**config.mk**
```make
export PLATFORM = sky130hd
export DESIGN_NAME = apogee_detect_airbrake_schedule
export DESIGN_NICKNAME = d
export VERILOG_FILES = /design/src/apds_pkg.sv /design/src/apds_front.sv /design/src/apds_fifo.sv /design/src/apds_div.sv /design/src/apds_back.sv /design/src/apogee_detect_airbrake_schedule.sv
export SDC_FILE = /design/constraint.sdc
export NUM_CORES = 2
export LEC_CHECK = 0
export BUFFER_PORTS_ARGS = -buffer_cell sky130_fd_sc_hd__buf_2
export CAP_MARGIN = 30
export CORE_ASPECT_RATIO = 2
export CORE_MARGIN = 4
export CORE_UTILIZATION = 55
export DETAILED_ROUTE_END_ITERATION = 10
export HOLD_SLACK_MARGIN = 0.05
export PLACE_DENSITY = 0.72
export SETUP_SLACK_MARGIN = 0.05
export SYNTH_ARGS = -nofsm -noshare
export SYNTH_HDL_FRONTEND = slang
export SYNTH_HIERARCHICAL = 1
export SYNTH_SLANG_ARGS = --single-unit
```
**constraint.sdc**
```tcl
create_clock -name i_clk -period 9.9 [get_ports i_clk]
set_input_delay 1.485 -clock i_clk [delete_from_list [all_inputs] [get_ports i_clk]]
set_output_delay 1.485 -clock i_clk [all_outputs]
set_load 0.01 [all_outputs]
```
**src/apds_pkg.sv**
```systemverilog
// Shared constants, types and codes for the apogee detector.
// No dependencies; used by every module of the block.
`timescale 1ns / 1ps
`default_nettype none

package apds_pkg;

    localparam int ALT_W     = 25;
    localparam int DIFF_W    = ALT_W + 1;
    localparam int TICK_W    = 16;
    localparam int TIME_W    = 24;
    localparam int VEL_W     = 24;
    localparam int POS_W     = 8;
    localparam int LIMIT_W   = 8;
    localparam int CFG_IDX_W = 3;
    localparam int CFG_DAT_W = 24;

    localparam int WINDOW_LEN = 10;
    localparam int SLOT_W     = $clog2(WINDOW_LEN);
    localparam int SUM_W      = VEL_W + $clog2(WINDOW_LEN);

    localparam int SCALE      = 1000;
    localparam int PROD_W     = DIFF_W + $clog2(SCALE);
    localparam int DIV_W      = 2 * ((PROD_W + 1) / 2);
    localparam int VEL_ITERS  = DIV_W / 2;
    localparam int SUM_ITERS  = (SUM_W + 1) / 2;
    localparam int SUM_SHIFT  = DIV_W - 2 * SUM_ITERS;
    localparam int ITER_W     = $clog2(VEL_ITERS + 1);

    localparam int QUEUE_DEPTH = 2;
    localparam int QPTR_W      = $clog2(QUEUE_DEPTH);
    localparam int QCNT_W      = $clog2(QUEUE_DEPTH + 1);

    localparam logic [VEL_W-1:0]   VEL_MAX   = {1'b0, {(VEL_W-1){1'b1}}};
    localparam logic [LIMIT_W-1:0] COUNT_MAX = {LIMIT_W{1'b1}};

    localparam logic [TIME_W-1:0] T_WAIT_END  = TIME_W'(500);
    localparam logic [TIME_W-1:0] T_HALF_END  = TIME_W'(4500);
    localparam logic [TIME_W-1:0] T_TQ_END    = TIME_W'(6500);
    localparam logic [TIME_W-1:0] T_Q_END     = TIME_W'(8500);
    localparam logic [TIME_W-1:0] T_HALF2_END = TIME_W'(12500);

    localparam logic [LIMIT_W-1:0] RST_LIMIT      = LIMIT_W'(30);
    localparam logic [TIME_W-1:0]  RST_ABORT_TIME = TIME_W'(28500);
    localparam logic [POS_W-1:0]   RST_POS_RETR   = POS_W'(0);
    localparam logic [POS_W-1:0]   RST_POS_QTR    = POS_W'(45);
    localparam logic [POS_W-1:0]   RST_POS_HALF   = POS_W'(90);
    localparam logic [POS_W-1:0]   RST_POS_TQ     = POS_W'(135);

    typedef enum logic [2:0] {
        BP_WAIT,
        BP_HALF,
        BP_TQ,
        BP_Q,
        BP_HALF2,
        BP_RETRACTED
    } t_brake_phase;

    typedef enum logic [1:0] {
        NP_COAST,
        NP_DROGUE,
        NP_ABORT
    } t_next_phase;

    typedef enum logic [CFG_IDX_W-1:0] {
        CFG_DEBOUNCE,
        CFG_ABORT_TIME,
        CFG_POS_RETR,
        CFG_POS_QTR,
        CFG_POS_HALF,
        CFG_POS_TQ
    } t_cfg_index;

    typedef enum logic [3:0] {
        BK_IDLE,
        BK_MUL,
        BK_VSTART,
        BK_VDIV,
        BK_SUM,
        BK_ASTART,
        BK_ADIV,
        BK_OUT
    } t_back_state;

    typedef struct packed {
        logic [LIMIT_W-1:0] debounce_limit;
        logic [TIME_W-1:0]  abort_time_ms;
        logic [POS_W-1:0]   pos_retracted;
        logic [POS_W-1:0]   pos_quarter;
        logic [POS_W-1:0]   pos_half;
        logic [POS_W-1:0]   pos_three_quarter;
    } t_cfg;

    typedef struct packed {
        logic [DIFF_W-1:0] diff;
        logic [TICK_W-1:0] tick;
        logic [POS_W-1:0]  servo;
        logic              abort;
    } t_job;

    typedef struct packed {
        logic              start;
        logic [DIV_W-1:0]  dividend;
        logic [TICK_W-1:0] divisor;
        logic [ITER_W-1:0] iters;
    } t_div_req;

    typedef struct packed {
        logic             done;
        logic [DIV_W-1:0] quot;
    } t_div_rsp;

    typedef struct packed {
        logic [POS_W-1:0] servo;
        logic [VEL_W-1:0] avg;
        logic             apogee;
        t_next_phase      next;
    } t_result;

endpackage

`default_nettype wire

```
**src/apds_front.sv**
```systemverilog
// Front end: takes telemetry items, tracks altitude and brake schedule.
// Depends on apds_pkg; feeds the job queue.
`timescale 1ns / 1ps
`default_nettype none

module apds_front (
    input  logic                                i_clk,
    input  logic                                i_rst_n,
    input  logic                                i_push,
    input  logic signed [apds_pkg::ALT_W-1:0]   i_altitude_cm,
    input  logic [apds_pkg::TICK_W-1:0]         i_tick_ms,
    input  logic [apds_pkg::TIME_W-1:0]         i_coast_time_ms,
    input  apds_pkg::t_cfg                      i_cfg,
    input  logic                                i_q_full,
    output logic                                o_q_push,
    output apds_pkg::t_job                      o_job
);

    logic signed [apds_pkg::ALT_W-1:0] r_prev_alt;
    apds_pkg::t_brake_phase            r_phase;
    apds_pkg::t_brake_phase            n_phase;
    logic [apds_pkg::POS_W-1:0]        servo;

    always_comb begin
        n_phase = r_phase;
        servo   = i_cfg.pos_retracted;
        case (r_phase)
            apds_pkg::BP_WAIT: begin
                servo = i_cfg.pos_retracted;
                if (i_coast_time_ms >= apds_pkg::T_WAIT_END) n_phase = apds_pkg::BP_HALF;
            end
            apds_pkg::BP_HALF: begin
                servo = i_cfg.pos_half;
                if (i_coast_time_ms >= apds_pkg::T_HALF_END) n_phase = apds_pkg::BP_TQ;
            end
            apds_pkg::BP_TQ: begin
                servo = i_cfg.pos_three_quarter;
                if (i_coast_time_ms >= apds_pkg::T_TQ_END) n_phase = apds_pkg::BP_Q;
            end
            apds_pkg::BP_Q: begin
                servo = i_cfg.pos_quarter;
                if (i_coast_time_ms >= apds_pkg::T_Q_END) n_phase = apds_pkg::BP_HALF2;
            end
            apds_pkg::BP_HALF2: begin
                servo = i_cfg.pos_half;
                if (i_coast_time_ms >= apds_pkg::T_HALF2_END) begin
                    n_phase = apds_pkg::BP_RETRACTED;
                end
            end
            default: begin
                servo = i_cfg.pos_retracted;
            end
        endcase
    end

    always_comb begin
        o_q_push    = i_push && !i_q_full;
        o_job.diff  = apds_pkg::DIFF_W'(i_altitude_cm) - apds_pkg::DIFF_W'(r_prev_alt);
        o_job.tick  = i_tick_ms;
        o_job.servo = servo;
        o_job.abort = i_coast_time_ms > i_cfg.abort_time_ms;
    end

    always_ff @(posedge i_clk) begin
        if (!i_rst_n) begin
            r_prev_alt <= '0;
            r_phase    <= apds_pkg::BP_WAIT;
        end else if (o_q_push) begin
            r_prev_alt <= i_altitude_cm;
            r_phase    <= n_phase;
        end
    end

endmodule

`default_nettype wire

```
**src/apds_fifo.sv**
```systemverilog
// Short job queue between front and back end.
// Depends on apds_pkg for the job type and depth.
`timescale 1ns / 1ps
`default_nettype none

module apds_fifo (
    input  logic           i_clk,
    input  logic           i_rst_n,
    input  logic           i_push,
    input  apds_pkg::t_job i_job,
    input  logic           i_pop,
    output apds_pkg::t_job o_job,
    output logic           o_full,
    output logic           o_empty
);

    apds_pkg::t_job              r_mem [apds_pkg::QUEUE_DEPTH];
    logic [apds_pkg::QPTR_W-1:0] r_wr;
    logic [apds_pkg::QPTR_W-1:0] r_rd;
    logic [apds_pkg::QCNT_W-1:0] r_cnt;
    logic                        do_push;
    logic                        do_pop;

    always_comb begin
        o_full  = r_cnt == apds_pkg::QCNT_W'(apds_pkg::QUEUE_DEPTH);
        o_empty = r_cnt == '0;
        do_push = i_push && !o_full;
        do_pop  = i_pop && !o_empty;
        o_job   = r_mem[r_rd];
    end

    always_ff @(posedge i_clk) begin
        if (do_push) r_mem[r_wr] <= i_job;
    end

    always_ff @(posedge i_clk) begin
        if (!i_rst_n) begin
            r_wr  <= '0;
            r_rd  <= '0;
            r_cnt <= '0;
        end else begin
            if (do_push) begin
                r_wr <= (r_wr == apds_pkg::QPTR_W'(apds_pkg::QUEUE_DEPTH - 1)) ?
                        '0 : r_wr + 1'b1;
            end
            if (do_pop) begin
                r_rd <= (r_rd == apds_pkg::QPTR_W'(apds_pkg::QUEUE_DEPTH - 1)) ?
                        '0 : r_rd + 1'b1;
            end
            if (do_push && !do_pop) r_cnt <= r_cnt + 1'b1;
            else if (do_pop && !do_push) r_cnt <= r_cnt - 1'b1;
        end
    end

endmodule

`default_nettype wire

```
**src/apds_div.sv**
```systemverilog
// Shared unsigned restoring divider, two quotient bits per cycle.
// Depends on apds_pkg; used by the back end for velocity and mean.
`timescale 1ns / 1ps
`default_nettype none

module apds_div (
    input  logic               i_clk,
    input  logic               i_rst_n,
    input  apds_pkg::t_div_req i_req,
    output apds_pkg::t_div_rsp o_rsp
);

    logic [apds_pkg::DIV_W-1:0]  r_q;
    logic [apds_pkg::TICK_W-1:0] r_rem;
    logic [apds_pkg::TICK_W-1:0] r_d;
    logic [apds_pkg::ITER_W-1:0] r_cnt;
    logic                        r_busy;
    logic                        r_done;
    logic [apds_pkg::DIV_W-1:0]  n_q;
    logic [apds_pkg::TICK_W-1:0] n_rem;

    always_comb begin
        logic [apds_pkg::TICK_W:0] trial;
        n_q   = r_q;
        n_rem = r_rem;
        for (int k = 0; k < 2; k++) begin
            trial = {n_rem, n_q[apds_pkg::DIV_W-1]};
            if (trial >= {1'b0, r_d}) begin
                n_rem = apds_pkg::TICK_W'(trial - {1'b0, r_d});
                n_q   = {n_q[apds_pkg::DIV_W-2:0], 1'b1};
            end else begin
                n_rem = trial[apds_pkg::TICK_W-1:0];
                n_q   = {n_q[apds_pkg::DIV_W-2:0], 1'b0};
            end
        end
    end

    always_ff @(posedge i_clk) begin
        if (i_req.start) begin
            r_q   <= i_req.dividend;
            r_rem <= '0;
            r_d   <= i_req.divisor;
            r_cnt <= i_req.iters;
        end else if (r_busy) begin
            r_q   <= n_q;
            r_rem <= n_rem;
            r_cnt <= r_cnt - 1'b1;
        end
    end

    always_ff @(posedge i_clk) begin
        if (!i_rst_n) begin
            r_busy <= 1'b0;
            r_done <= 1'b0;
        end else begin
            r_done <= 1'b0;
            if (i_req.start) begin
                r_busy <= 1'b1;
            end else if (r_busy && r_cnt == apds_pkg::ITER_W'(1)) begin
                r_busy <= 1'b0;
                r_done <= 1'b1;
            end
        end
    end

    assign o_rsp.done = r_done;
    assign o_rsp.quot = r_q;

endmodule

`default_nettype wire

```
**src/apds_back.sv**
```systemverilog
// Back end: velocity, window mean, debounce and result register.
// Depends on apds_pkg and apds_div; drains the job queue.
`timescale 1ns / 1ps
`default_nettype none

module apds_back (
    input  logic                         i_clk,
    input  logic                         i_rst_n,
    input  apds_pkg::t_job               i_job,
    input  logic                         i_q_empty,
    output logic                         o_q_pop,
    input  logic [apds_pkg::LIMIT_W-1:0] i_debounce_limit,
    input  logic                         i_pop,
    output logic                         o_empty,
    output apds_pkg::t_result            o_result
);

    apds_pkg::t_back_state r_state;
    apds_pkg::t_back_state n_state;

    apds_pkg::t_job                     r_job;
    logic signed [apds_pkg::PROD_W-1:0] r_prod;
    logic signed [apds_pkg::VEL_W-1:0]  r_ring [apds_pkg::WINDOW_LEN];
    logic [apds_pkg::SLOT_W-1:0]        r_slot;
    logic [apds_pkg::SLOT_W-1:0]        r_idx;
    logic signed [apds_pkg::SUM_W-1:0]  r_sum;
    logic signed [apds_pkg::VEL_W-1:0]  r_avg;
    logic [apds_pkg::LIMIT_W-1:0]       r_count;
    logic                               r_out_valid;
    apds_pkg::t_result                  r_out;

    apds_pkg::t_div_req div_req;
    apds_pkg::t_div_rsp div_rsp;
    logic               div_start;
    logic               out_free;

    logic [apds_pkg::PROD_W-1:0]       prod_mag;
    logic [apds_pkg::SUM_W-1:0]        sum_mag;
    logic [apds_pkg::VEL_W-1:0]        vel_mag;
    logic signed [apds_pkg::VEL_W-1:0] vel;
    logic [apds_pkg::VEL_W-1:0]        avg_mag;
    logic signed [apds_pkg::VEL_W-1:0] avg;
    logic                              apogee;

    apds_div u_div (
        .i_clk   (i_clk),
        .i_rst_n (i_rst_n),
        .i_req   (div_req),
        .o_rsp   (div_rsp)
    );

    always_comb begin
        n_state   = r_state;
        o_q_pop   = 1'b0;
        div_start = 1'b0;
        case (r_state)
            apds_pkg::BK_IDLE: begin
                if (!i_q_empty) begin
                    o_q_pop = 1'b1;
                    n_state = apds_pkg::BK_MUL;
                end
            end
            apds_pkg::BK_MUL: begin
                n_state = apds_pkg::BK_VSTART;
            end
            apds_pkg::BK_VSTART: begin
                div_start = 1'b1;
                n_state   = apds_pkg::BK_VDIV;
            end
            apds_pkg::BK_VDIV: begin
                if (div_rsp.done) n_state = apds_pkg::BK_SUM;
            end
            apds_pkg::BK_SUM: begin
                if (r_idx == apds_pkg::SLOT_W'(apds_pkg::WINDOW_LEN - 1)) begin
                    n_state = apds_pkg::BK_ASTART;
                end
            end
            apds_pkg::BK_ASTART: begin
                div_start = 1'b1;
                n_state   = apds_pkg::BK_ADIV;
            end
            apds_pkg::BK_ADIV: begin
                if (div_rsp.done) n_state = apds_pkg::BK_OUT;
            end
            apds_pkg::BK_OUT: begin
                if (out_free) n_state = apds_pkg::BK_IDLE;
            end
            default: begin
                n_state = apds_pkg::BK_IDLE;
            end
        endcase
    end

    always_ff @(posedge i_clk) begin
        if (!i_rst_n) r_state <= apds_pkg::BK_IDLE;
        else          r_state <= n_state;
    end

    // magnitudes go through the divider; sign is put back afterwards
    always_comb begin
        out_free = !r_out_valid || i_pop;
        prod_mag = r_prod[apds_pkg::PROD_W-1] ? apds_pkg::PROD_W'(-r_prod) :
                                                 apds_pkg::PROD_W'(r_prod);
        sum_mag  = r_sum[apds_pkg::SUM_W-1] ? apds_pkg::SUM_W'(-r_sum) :
                                               apds_pkg::SUM_W'(r_sum);

        div_req.start = div_start;
        if (r_state == apds_pkg::BK_VSTART) begin
            div_req.dividend = apds_pkg::DIV_W'(prod_mag);
            div_req.divisor  = r_job.tick;
            div_req.iters    = apds_pkg::ITER_W'(apds_pkg::VEL_ITERS);
        end else begin
            div_req.dividend = apds_pkg::DIV_W'(sum_mag) << apds_pkg::SUM_SHIFT;
            div_req.divisor  = apds_pkg::TICK_W'(apds_pkg::WINDOW_LEN);
            div_req.iters    = apds_pkg::ITER_W'(apds_pkg::SUM_ITERS);
        end

        // zero tick gives an all-ones quotient, which saturates as required
        vel_mag = (div_rsp.quot > apds_pkg::DIV_W'(apds_pkg::VEL_MAX)) ?
                  apds_pkg::VEL_MAX : div_rsp.quot[apds_pkg::VEL_W-1:0];
        if (r_prod == '0)                      vel = '0;
        else if (r_prod[apds_pkg::PROD_W-1])   vel = -$signed(vel_mag);
        else                                   vel = $signed(vel_mag);

        avg_mag = div_rsp.quot[apds_pkg::VEL_W-1:0];
        avg     = r_sum[apds_pkg::SUM_W-1] ? -$signed(avg_mag) : $signed(avg_mag);

        apogee  = r_count > i_debounce_limit;
    end

    always_ff @(posedge i_clk) begin
        if (r_state == apds_pkg::BK_IDLE && !i_q_empty) r_job <= i_job;
        if (r_state == apds_pkg::BK_MUL) begin
            r_prod <= apds_pkg::PROD_W'($signed(r_job.diff)) *
                      apds_pkg::PROD_W'(apds_pkg::SCALE);
        end
        if (r_state == apds_pkg::BK_VDIV && div_rsp.done) begin
            r_sum <= '0;
        end else if (r_state == apds_pkg::BK_SUM) begin
            r_sum <= r_sum + apds_pkg::SUM_W'(r_ring[r_idx]);
        end
        if (r_state == apds_pkg::BK_ADIV && div_rsp.done) r_avg <= avg;
        if (r_state == apds_pkg::BK_OUT && out_free) begin
            r_out.servo  <= r_job.servo;
            r_out.avg    <= r_avg;
            r_out.apogee <= apogee;
            if (apogee)           r_out.next <= apds_pkg::NP_DROGUE;
            else if (r_job.abort) r_out.next <= apds_pkg::NP_ABORT;
            else                  r_out.next <= apds_pkg::NP_COAST;
        end
    end

    always_ff @(posedge i_clk) begin
        if (!i_rst_n) begin
            for (int i = 0; i < apds_pkg::WINDOW_LEN; i++) r_ring[i] <= '0;
            r_slot      <= '0;
            r_idx       <= '0;
            r_count     <= '0;
            r_out_valid <= 1'b0;
        end else begin
            if (r_state == apds_pkg::BK_VDIV && div_rsp.done) begin
                r_ring[r_slot] <= vel;
                r_slot <= (r_slot == apds_pkg::SLOT_W'(apds_pkg::WINDOW_LEN - 1)) ?
                          '0 : r_slot + 1'b1;
                r_idx  <= '0;
            end else if (r_state == apds_pkg::BK_SUM) begin
                r_idx <= r_idx + 1'b1;
            end
            if (r_state == apds_pkg::BK_ADIV && div_rsp.done) begin
                if (avg[apds_pkg::VEL_W-1] || avg == '0) begin
                    if (r_count != apds_pkg::COUNT_MAX) r_count <= r_count + 1'b1;
                end else begin
                    r_count <= '0;
                end
            end
            if (r_state == apds_pkg::BK_OUT && out_free) r_out_valid <= 1'b1;
            else if (i_pop)                             r_out_valid <= 1'b0;
        end
    end

    assign o_empty  = !r_out_valid;
    assign o_result = r_out;

endmodule

`default_nettype wire

```
**src/apogee_detect_airbrake_schedule.sv**
```systemverilog
// Top level of the apogee detector and airbrake schedule.
// Depends on apds_pkg, apds_front, apds_fifo, apds_back (with apds_div).
//
//  channel  | handshake            | payload
//  ---------+----------------------+-------------------------------------------
//  input    | i_push / o_full      | altitude_cm, tick_ms, coast_time_ms
//  result   | o_empty / i_pop      | servo_position, average_velocity,
//           |                      | apogee_seen, next_phase
//  config   | i_cfg_we             | i_cfg_index, i_cfg_data
//
// An item passes from acceptance to result through the shared divider
// (18 steps for velocity, 14 for the mean, two bits a step) and the
// ten-entry window sum. One item is worked at a time; the queue holds two more.
// Synchronous active-low reset; no clearing pass, the window resets at once.
// A result left unpopped stalls the back end only after it finishes the next item.
`timescale 1ns / 1ps
`default_nettype none

module apogee_detect_airbrake_schedule (
    input  logic                                 i_clk,
    input  logic                                 i_rst_n,
    input  logic                                 i_push,
    output logic                                 o_full,
    input  logic signed [apds_pkg::ALT_W-1:0]    i_altitude_cm,
    input  logic [apds_pkg::TICK_W-1:0]          i_tick_ms,
    input  logic [apds_pkg::TIME_W-1:0]          i_coast_time_ms,
    output logic                                 o_empty,
    input  logic                                 i_pop,
    output logic [apds_pkg::POS_W-1:0]           o_servo_position,
    output logic signed [apds_pkg::VEL_W-1:0]    o_average_velocity,
    output logic                                 o_apogee_seen,
    output logic [1:0]                           o_next_phase,
    input  logic                                 i_cfg_we,
    input  logic [apds_pkg::CFG_IDX_W-1:0]       i_cfg_index,
    input  logic [apds_pkg::CFG_DAT_W-1:0]       i_cfg_data
);

    apds_pkg::t_cfg    r_cfg;
    apds_pkg::t_job    front_job;
    apds_pkg::t_job    q_job;
    apds_pkg::t_result result;
    logic              q_push;
    logic              q_pop;
    logic              q_full;
    logic              q_empty;

    always_ff @(posedge i_clk) begin
        if (!i_rst_n) begin
            r_cfg.debounce_limit    <= apds_pkg::RST_LIMIT;
            r_cfg.abort_time_ms     <= apds_pkg::RST_ABORT_TIME;
            r_cfg.pos_retracted     <= apds_pkg::RST_POS_RETR;
            r_cfg.pos_quarter       <= apds_pkg::RST_POS_QTR;
            r_cfg.pos_half          <= apds_pkg::RST_POS_HALF;
            r_cfg.pos_three_quarter <= apds_pkg::RST_POS_TQ;
        end else if (i_cfg_we) begin
            case (i_cfg_index)
                apds_pkg::CFG_DEBOUNCE:   r_cfg.debounce_limit <= i_cfg_data[apds_pkg::LIMIT_W-1:0];
                apds_pkg::CFG_ABORT_TIME: r_cfg.abort_time_ms  <= i_cfg_data[apds_pkg::TIME_W-1:0];
                apds_pkg::CFG_POS_RETR:   r_cfg.pos_retracted  <= i_cfg_data[apds_pkg::POS_W-1:0];
                apds_pkg::CFG_POS_QTR:    r_cfg.pos_quarter    <= i_cfg_data[apds_pkg::POS_W-1:0];
                apds_pkg::CFG_POS_HALF:   r_cfg.pos_half       <= i_cfg_data[apds_pkg::POS_W-1:0];
                apds_pkg::CFG_POS_TQ: begin
                    r_cfg.pos_three_quarter <= i_cfg_data[apds_pkg::POS_W-1:0];
                end
                default: begin
                end
            endcase
        end
    end

    apds_front u_front (
        .i_clk           (i_clk),
        .i_rst_n         (i_rst_n),
        .i_push          (i_push),
        .i_altitude_cm   (i_altitude_cm),
        .i_tick_ms       (i_tick_ms),
        .i_coast_time_ms (i_coast_time_ms),
        .i_cfg           (r_cfg),
        .i_q_full        (q_full),
        .o_q_push        (q_push),
        .o_job           (front_job)
    );

    apds_fifo u_fifo (
        .i_clk   (i_clk),
        .i_rst_n (i_rst_n),
        .i_push  (q_push),
        .i_job   (front_job),
        .i_pop   (q_pop),
        .o_job   (q_job),
        .o_full  (q_full),
        .o_empty (q_empty)
    );

    apds_back u_back (
        .i_clk            (i_clk),
        .i_rst_n          (i_rst_n),
        .i_job            (q_job),
        .i_q_empty        (q_empty),
        .o_q_pop          (q_pop),
        .i_debounce_limit (r_cfg.debounce_limit),
        .i_pop            (i_pop),
        .o_empty          (o_empty),
        .o_result         (result)
    );

    assign o_full             = q_full;
    assign o_servo_position   = result.servo;
    assign o_average_velocity = $signed(result.avg);
    assign o_apogee_seen      = result.apogee;
    assign o_next_phase       = result.next;

endmodule

`default_nettype wire

```
* After elaboration in Yosys (flattened, before gate mapping)
Memory sizes are Yosys's and may differ from the RTL's. A register that Yosys moved wholly into a read port is not among the register bits.
Index checks and enable logic that the tools add are counted.
** Storage, ports and cells
- Memory bits (writable) :: 342
- Input bits :: 97
- Word-level logic and storage cells :: 188
- Bits in read-only memories :: 0
- Output and inout bits :: 37
- Bits in latches :: 0
- Memories kept :: 2
- Register bits after elaboration :: 312
** Operators by class
- Mux-type cells :: 55
- Shift-type cells :: 0
- Multipliers :: 1
- Bitwise gates (word level) :: 1
- Order comparisons :: 10
- Equality and inequality tests :: 32
- Add/subtract/negate cells :: 16
- Reductions and logical operators :: 42
- Div/mod/pow operators :: 0
** Memories
- u_back.r_ring :: words 10, width 24, rd ports 1, clocked after Yosys merged registers in 1, write ports 10, line apds_back.sv:23 : logic signed [apds_pkg::VEL_W-1:0] r_ring [apds_pkg::WINDOW_LEN];
- u_fifo.r_mem :: words 2, width 51, rd ports 1, clocked after Yosys merged registers in 1, write ports 1, line apds_fifo.sv:17 : apds_pkg::t_job r_mem [apds_pkg::QUEUE_DEPTH];
** Operators by type and width (count)
- 24-bit two-way mux :: 5
- 36-bit two-way mux :: 3
- 57-bit two-way mux :: 1
- 24-bit by 13-bit >= comparator with 1-bit output (second input constant) :: 2
- 24-bit by 14-bit >= comparator with 1-bit output (second input constant) :: 2
- 24-bit negator :: 2
- 36-bit by 23-bit greater-than comparator with 1-bit output (second input constant) :: 1
- 36-bit zero test :: 1
- 4-bit two-way mux :: 9
- 36-bit negator :: 1
- 17-bit by 16-bit >= comparator with 1-bit output :: 2
- 26-bit by 8-bit multiplier with 33-bit output (second input constant) :: 1
- 16-bit two-way mux :: 2
- 4-bit one-hot mux with 8 select lines :: 1
- 16-bit subtractor :: 2
- 28-bit by 24-bit adder with 28-bit output :: 1
- 28-bit two-way mux :: 1
- 28-bit negator :: 1
- 25-bit by 25-bit subtractor with 26-bit output :: 1
- 24-bit by 9-bit >= comparator with 1-bit output (second input constant) :: 1
- 24-bit greater-than comparator :: 1
- 24-bit zero test :: 1
- 8-bit one-hot mux with 3 select lines :: 1
- 24-bit OR reduction :: 1
- 38 further kinds :: 113

* Depth between registers and ports, before layout
- Depth in word-level cells :: 8
- Gate-level depth with buffers :: 21
- Depth with buffers taken out :: 20

* Hierarchy
Netlist, hierarchy kept.
** Modules (own cells, without submodules)
- apds_back :: area an instance 31647.9 sq um, instances 1, cells an instance 2561, sequential area each 16866.2 sq um
- apds_div :: area an instance 4764.6 sq um, instances 1, cells an instance 453, sequential area each 2072.0 sq um
- apds_fifo :: area an instance 3901.2 sq um, instances 1, cells an instance 184, sequential area each 3163.0 sq um
- apds_front :: area an instance 3732.3 sq um, instances 1, cells an instance 517, sequential area each 560.5 sq um
- apogee_detect_airbrake_schedule :: area an instance 2547.4 sq um, instances 1, cells an instance 250, sequential area each 1281.2 sq um

* Least setup slack after synthesis
No wires, ideal clock.
- Path type :: register to register
- From :: register u_back.r_state[2]
- To :: register u_fifo/r_cnt[1] (netlist name)
- Data required time :: 9.830 ns
- Arrival :: 7.313 ns
- Cell stages (with the launch flop) :: 8
- Setup slack :: 2.517 ns
- Path buffers :: 2
- Period minus slack after synthesis :: 7.383 ns
- Setup time :: 0.070 ns
- Cells stage by stage :: dfxtp_1 > clkbuf_1 > clkbuf_1 > nor4_1 > o21ai_1 > ha_1 > or3_1 > a21boi_1
** Between the ends
- Longest elaborated chain between the ends :: 6
- Elaborated cells between the ends (all ways) :: 8
- Those cells by class :: 2 x mux; 6 x reduce/logical
** RTL lines
- start, declared :: line apds_back.sv:18 : apds_pkg::t_back_state r_state;
- start signal, assigned :: line apds_back.sv:95 : if (!i_rst_n) r_state <= apds_pkg::BK_IDLE;
- start signal, assigned :: line apds_back.sv:96 : else r_state <= n_state;
- 4-bit zero test (*) :: line apds_back.sv:56 : case (r_state)
- 1-bit two-way mux (*) :: line apds_back.sv:56
- net q_pop :: line apogee_detect_airbrake_schedule.sv:43 : logic q_pop;
- 1-bit logical AND (*) :: line apds_fifo.sv:28 : do_pop = i_pop && !o_empty;
- 1-bit zero test :: line apds_fifo.sv:50 : if (do_push && !do_pop) r_cnt <= r_cnt + 1'b1;
- 1-bit logical AND :: line apds_fifo.sv:50
- 2-bit two-way mux / 2-bit nonzero test (equally long branches)
- end signal, assigned :: line apds_fifo.sv:50
- end signal, assigned :: line apds_fifo.sv:51 : else if (do_pop && !do_push) r_cnt <= r_cnt - 1'b1;
- end, declared :: line apds_fifo.sv:20 : logic [apds_pkg::QCNT_W-1:0] r_cnt;
Mark *: on every way through the listed nets, which the timed path passes. The rest lies on a longest branch.
A chain may end at the register's enable or synchronous reset.

* Worst setup path in the final report
- From :: register u_back/u_div/r_d[5] (netlist name)
- To :: register u_back/u_div/r_q[0] (netlist name) (data pin)
** Between the ends
- Longest elaborated chain between the ends :: 6
- Elaborated cells between the ends (all ways) :: 7
- Those cells by class :: 1 x add/sub; 2 x order compare; 4 x mux
** RTL lines
- start, declared :: line apds_div.sv:15 : logic [apds_pkg::TICK_W-1:0] r_d;
- start signal, assigned :: line apds_div.sv:42 : r_d <= i_req.divisor;
- 16-bit subtractor / 17-bit by 16-bit >= comparator with 1-bit output (equally long branches) :: line apds_div.sv:29, apds_div.sv:28
- 16-bit two-way mux :: line apds_div.sv:28 : if (trial >= {1'b0, r_d}) begin
- 17-bit by 16-bit >= comparator with 1-bit output (*) :: line apds_div.sv:28
- 1-bit two-way mux (*) :: line apds_div.sv:28
- 36-bit two-way mux (*) :: line apds_div.sv:44 : end else if (r_busy) begin
- 36-bit two-way mux (*) :: line apds_div.sv:39 : if (i_req.start) begin
- end signal, assigned :: line apds_div.sv:40 : r_q <= i_req.dividend;
- end signal, assigned :: line apds_div.sv:45 : r_q <= n_q;
- end, declared :: line apds_div.sv:13 : logic [apds_pkg::DIV_W-1:0] r_q;
Mark *: on every way between the ends. The rest lies on a longest branch, timed or not. The select of a mux whose other input is x is not followed.

==> flow_summary_export.csv <==
group,metric,value,unit
run_status,status,"complete, no violations",
sta,relSlewSlack,0.312,
layout,fin_nets,4449,
setup_path,end_kind,"flop",
route,drcViolationCount,0,
logic_synthesis,synth_edf_count,686,
logic_synthesis,ys.flop_type,"edfxtp_1",
global_routing,grt_first_pass_wirelength,173000,um
route,wl_per_cell,21.8,um
floorplanning,die_area,0.0897,mm2
layout,area_growth_syn_to_layout,9.23,%
setup_path,arrival,6.16,ns
cts,cts_made_buffers,77,
cts,clkSinkCount,853,
floorplanning,num_io_pins,134,
setup_path,ff2ff_path_depth,17,
placed_design,dpl.hpwl,79400,um
logic_synthesis,ys_types,107,
logic_synthesis,syn_area,0.0466,mm2
cts,postCtsHoldBufs,0,
logic_synthesis,syn_inst,3965,
logic_synthesis,synth_seq_cells,853,
sta,min_period_over_period,0.583,
logic_synthesis,synth-async-reset-ratio,0,
global_routing,grt_pass1_vias,31182,
global_routing,antenna_found_initial,3,
logic_synthesis,yosysSeqAreaShare,0.514,
cts,ctsResizeCount,0,
sta,tightestPinTransition,1.02,ns
route,dr.pass1.iters,5,
sta,final-hold-violation-count,0,
setup_path,crit_type,"reg2reg",
placed_design,place.gp.congestion,1.01,
sta,max_freq,173,MHz
route,routed_wl,113000,um
layout,final_util,0.607,
layout,drive_gt1_frac,0.146,
sta,maxSlewViolCount,0,
cts,cts_setup_buffers,0,
placed_design,io_buffers,133,
setup_path,crit_fanout,15,
hold_path,hold_path_depth,0,
sta,fin_skew,0.0343,ns
logic_synthesis,avgSynthCellArea,11.8,um2
sta,setup_viol,0,
route,viasPerCell,5.90,
cts,clk_latency,0.67,ns
route,ant_nets,0,
floorplanning,num_rows,150,
setup_path,reg2reg_slack,4.13,ns
floorplanning,start_util,0.555,
cts,clk_pin_slew,0.06,ns
setup_path,start_kind,"flop",
logic_synthesis,synth-warning-count,6,
sta,layout_setup_ws,4.13,ns
hold_path,holdCritPathClass,"reg2reg",
sta,period_needed,5.77,ns
global_routing,grt_max_degree,88,
global_routing,grt_usage,0.253,
cts,cts_tree,"done",
floorplanning,fp.dieW,214,um
placed_design,dp_slack,4.12,ns
cts,cts_buffer_depth,3,
run,drv_cap,0,
global_routing,grt-ovfl-total,0,
floorplanning,core_area,0.0839,mm2
sta,tns,0,ns
cts,cts_max_level,3,
sta,rsz0062_at_grt,"no",
setup_path,critPathRequiredTime,10.29,ns
cts,clockRootBuffer,"clkbuf_16",
floorplanning,fp.dieH,420,um
route,vias,30458,
route,drt_iter0_drc,2156,
sta,whs,0.417,ns
==> cells in the final DEF (no fill, tap or decap), types with 11 or more instances in the layout <==
cell / netlist / layout
a211o_1: 11 / 11
a211oi_1: 16 / 16
a21o_1: 48 / 48
a21oi_1: 188 / 188
a31oi_1: 23 / 23
and2_1: 29 / 29
and3_1: 16 / 15
buf_2: 20 / 132
buf_4: 21 / 38
clkbuf_16: 0 / 82
clkinv_1: 3 / 13
clkinv_2: 0 / 16
dfxtp_1: 167 / 163
edfxtp_1: 686 / 686
fa_1: 102 / 102
ha_1: 218 / 218
inv_1: 399 / 400
mux2_2: 94 / 94
mux2i_1: 83 / 83
mux4_2: 128 / 128
nand2_1: 324 / 314
nand2b_1: 34 / 33
nand3_1: 55 / 54
nand4_1: 23 / 23
nor2_1: 409 / 402
nor2b_1: 69 / 68
nor3_1: 34 / 34
nor4_1: 16 / 15
o211ai_1: 15 / 15
o21a_1: 23 / 23
o21ai_0: 119 / 119
o21bai_1: 14 / 14
o22ai_1: 12 / 12
o31ai_1: 26 / 25
o41ai_1: 12 / 12
or3_1: 15 / 15
or4_1: 13 / 13
xnor2_1: 109 / 109
xor2_1: 79 / 79
==> metal layers <==
layer  track usage  up-vias  share of wire
met5             0        -              0
met4         0.148        0          0.069
met3        0.0431      318          0.059
met2         0.464     1010           0.53
met1         0.266    14937           0.34
li1              -    14193              -
==> cells in the mapped netlist (11+ instances only) <==
master / count / share of area
a211o_1: 11 / 0.0021
a211oi_1: 16 / 0.0026
a21o_1: 48 / 0.0077
a21oi_1: 188 / 0.020
a31oi_1: 23 / 0.0031
and2_1: 29 / 0.0039
and3_1: 16 / 0.0021
buf_1: 23 / 0.0019
buf_2: 20 / 0.0021
buf_4: 21 / 0.0034
clkbuf_1: 122 / 0.0098
dfxtp_1: 167 / 0.072
edfxtp_1: 686 / 0.44
fa_1: 102 / 0.044
ha_1: 218 / 0.059
inv_1: 399 / 0.032
mux2_2: 94 / 0.023
mux2i_1: 83 / 0.018
mux4_2: 128 / 0.062
nand2_1: 324 / 0.026
nand2b_1: 34 / 0.0046
nand3_1: 55 / 0.0059
nand4_1: 23 / 0.0031
nor2_1: 409 / 0.033
nor2b_1: 69 / 0.0093
nor3_1: 34 / 0.0037
nor4_1: 16 / 0.0021
o211ai_1: 15 / 0.0024
o21a_1: 23 / 0.0037
o21ai_0: 119 / 0.013
o21bai_1: 14 / 0.0023
o22ai_1: 12 / 0.0016
o31ai_1: 26 / 0.0042
o41ai_1: 12 / 0.0023
or3_1: 15 / 0.0020
or4_1: 13 / 0.0021
xnor2_1: 109 / 0.020
xor2_1: 79 / 0.015
==> registers in the layout, summed over array words and instances, names as in the netlist, 3 cells and up, named ones only <==
name	count
u_back/r_state	3
u_back/r_idx	4
u_back/r_avg	24
u_back/r_count	8
u_back/r_ring	384
u_back/u_div/r_rem	16
u_front/r_phase	3
u_back/u_div/r_cnt	5
u_back/r_job	51
u_back/r_sum	28
u_back/r_slot	4
u_back/r_prod	33
u_front/r_prev_alt	25
r_cfg	64
u_back/o_result	35
u_back/u_div/r_d	16
u_back/u_div/r_q	36
u_fifo/r_mem	102
==> critical path, cell delays in order, from the launching register on <==
cell	delay [ns]
edfxtp_1	0.36
inv_1	0.23
ha_1	0.34
o21ai_0	0.21
nor2b_1	0.52
nor2_1	0.16
a211oi_2	0.30
o21ai_2	0.26
a21oi_1	0.39
ha_1	0.32
nor2b_1	0.15
o2111a_1	0.24
o21ai_0	0.50
a21oi_1	0.17
o21ai_0	0.45
o221a_1	0.33
o21ai_2	0.24
mux2_2	0.34
==> final timing paths <==
check                                                    from                       endpoint
worst min-delay path                u_back/r_avg[0]$_DFFE_PP_   u_back/o_result[3]$_DFFE_PP_
worst min register to register      u_back/r_avg[0]$_DFFE_PP_   u_back/o_result[3]$_DFFE_PP_
worst max register to register  u_back/u_div/r_d[5]$_DFFE_PP_  u_back/u_div/r_q[0]$_DFFE_PP_
worst max-delay path            u_back/u_div/r_d[5]$_DFFE_PP_  u_back/u_div/r_q[0]$_DFFE_PP_
==> stage by stage <==
| step | instance area, um2 | std cells |
|---|---|---|
| 6_report | 50900 | 5161 |
| 5_1_grt | 50900 | 5161 |
| 2_1_floorplan | 46600 | 3968 |
| 4_1_cts | 50900 | 5160 |
| 3_5_place_dp | 48300 | 5017 |
| 3_3_place_gp | 48100 | 5008 |
==> cells by family after synthesis <==
group / after synthesis / synth area share
mux: 305 / 0.102
compound gates: 602 / 0.0850
fa+ha+maj: 320 / 0.102
flops: 853 / 0.514
xor+xnor: 189 / 0.0357
other cells: 2 / 0.000161
simple gates: 1098 / 0.109
buf+inv: 596 / 0.0512
==> cell type report <==
type / instances / area (um2)
Tap cell: 1064 / 1330
Fill cell: 6685 / 33000
Timing Repair Buffer: 178 / 1140
Inverter: 403 / 1510
Clock inverter: 49 / 437
Clock buffer: 94 / 2120
Antenna cell: 1 / 2.50
Sequential cell: 853 / 24000
Multi-Input combinational cell: 2519 / 20400
Power is not shown: default switching activity piles up to over one toggle a cycle in this logic, so the estimate is an artifact.
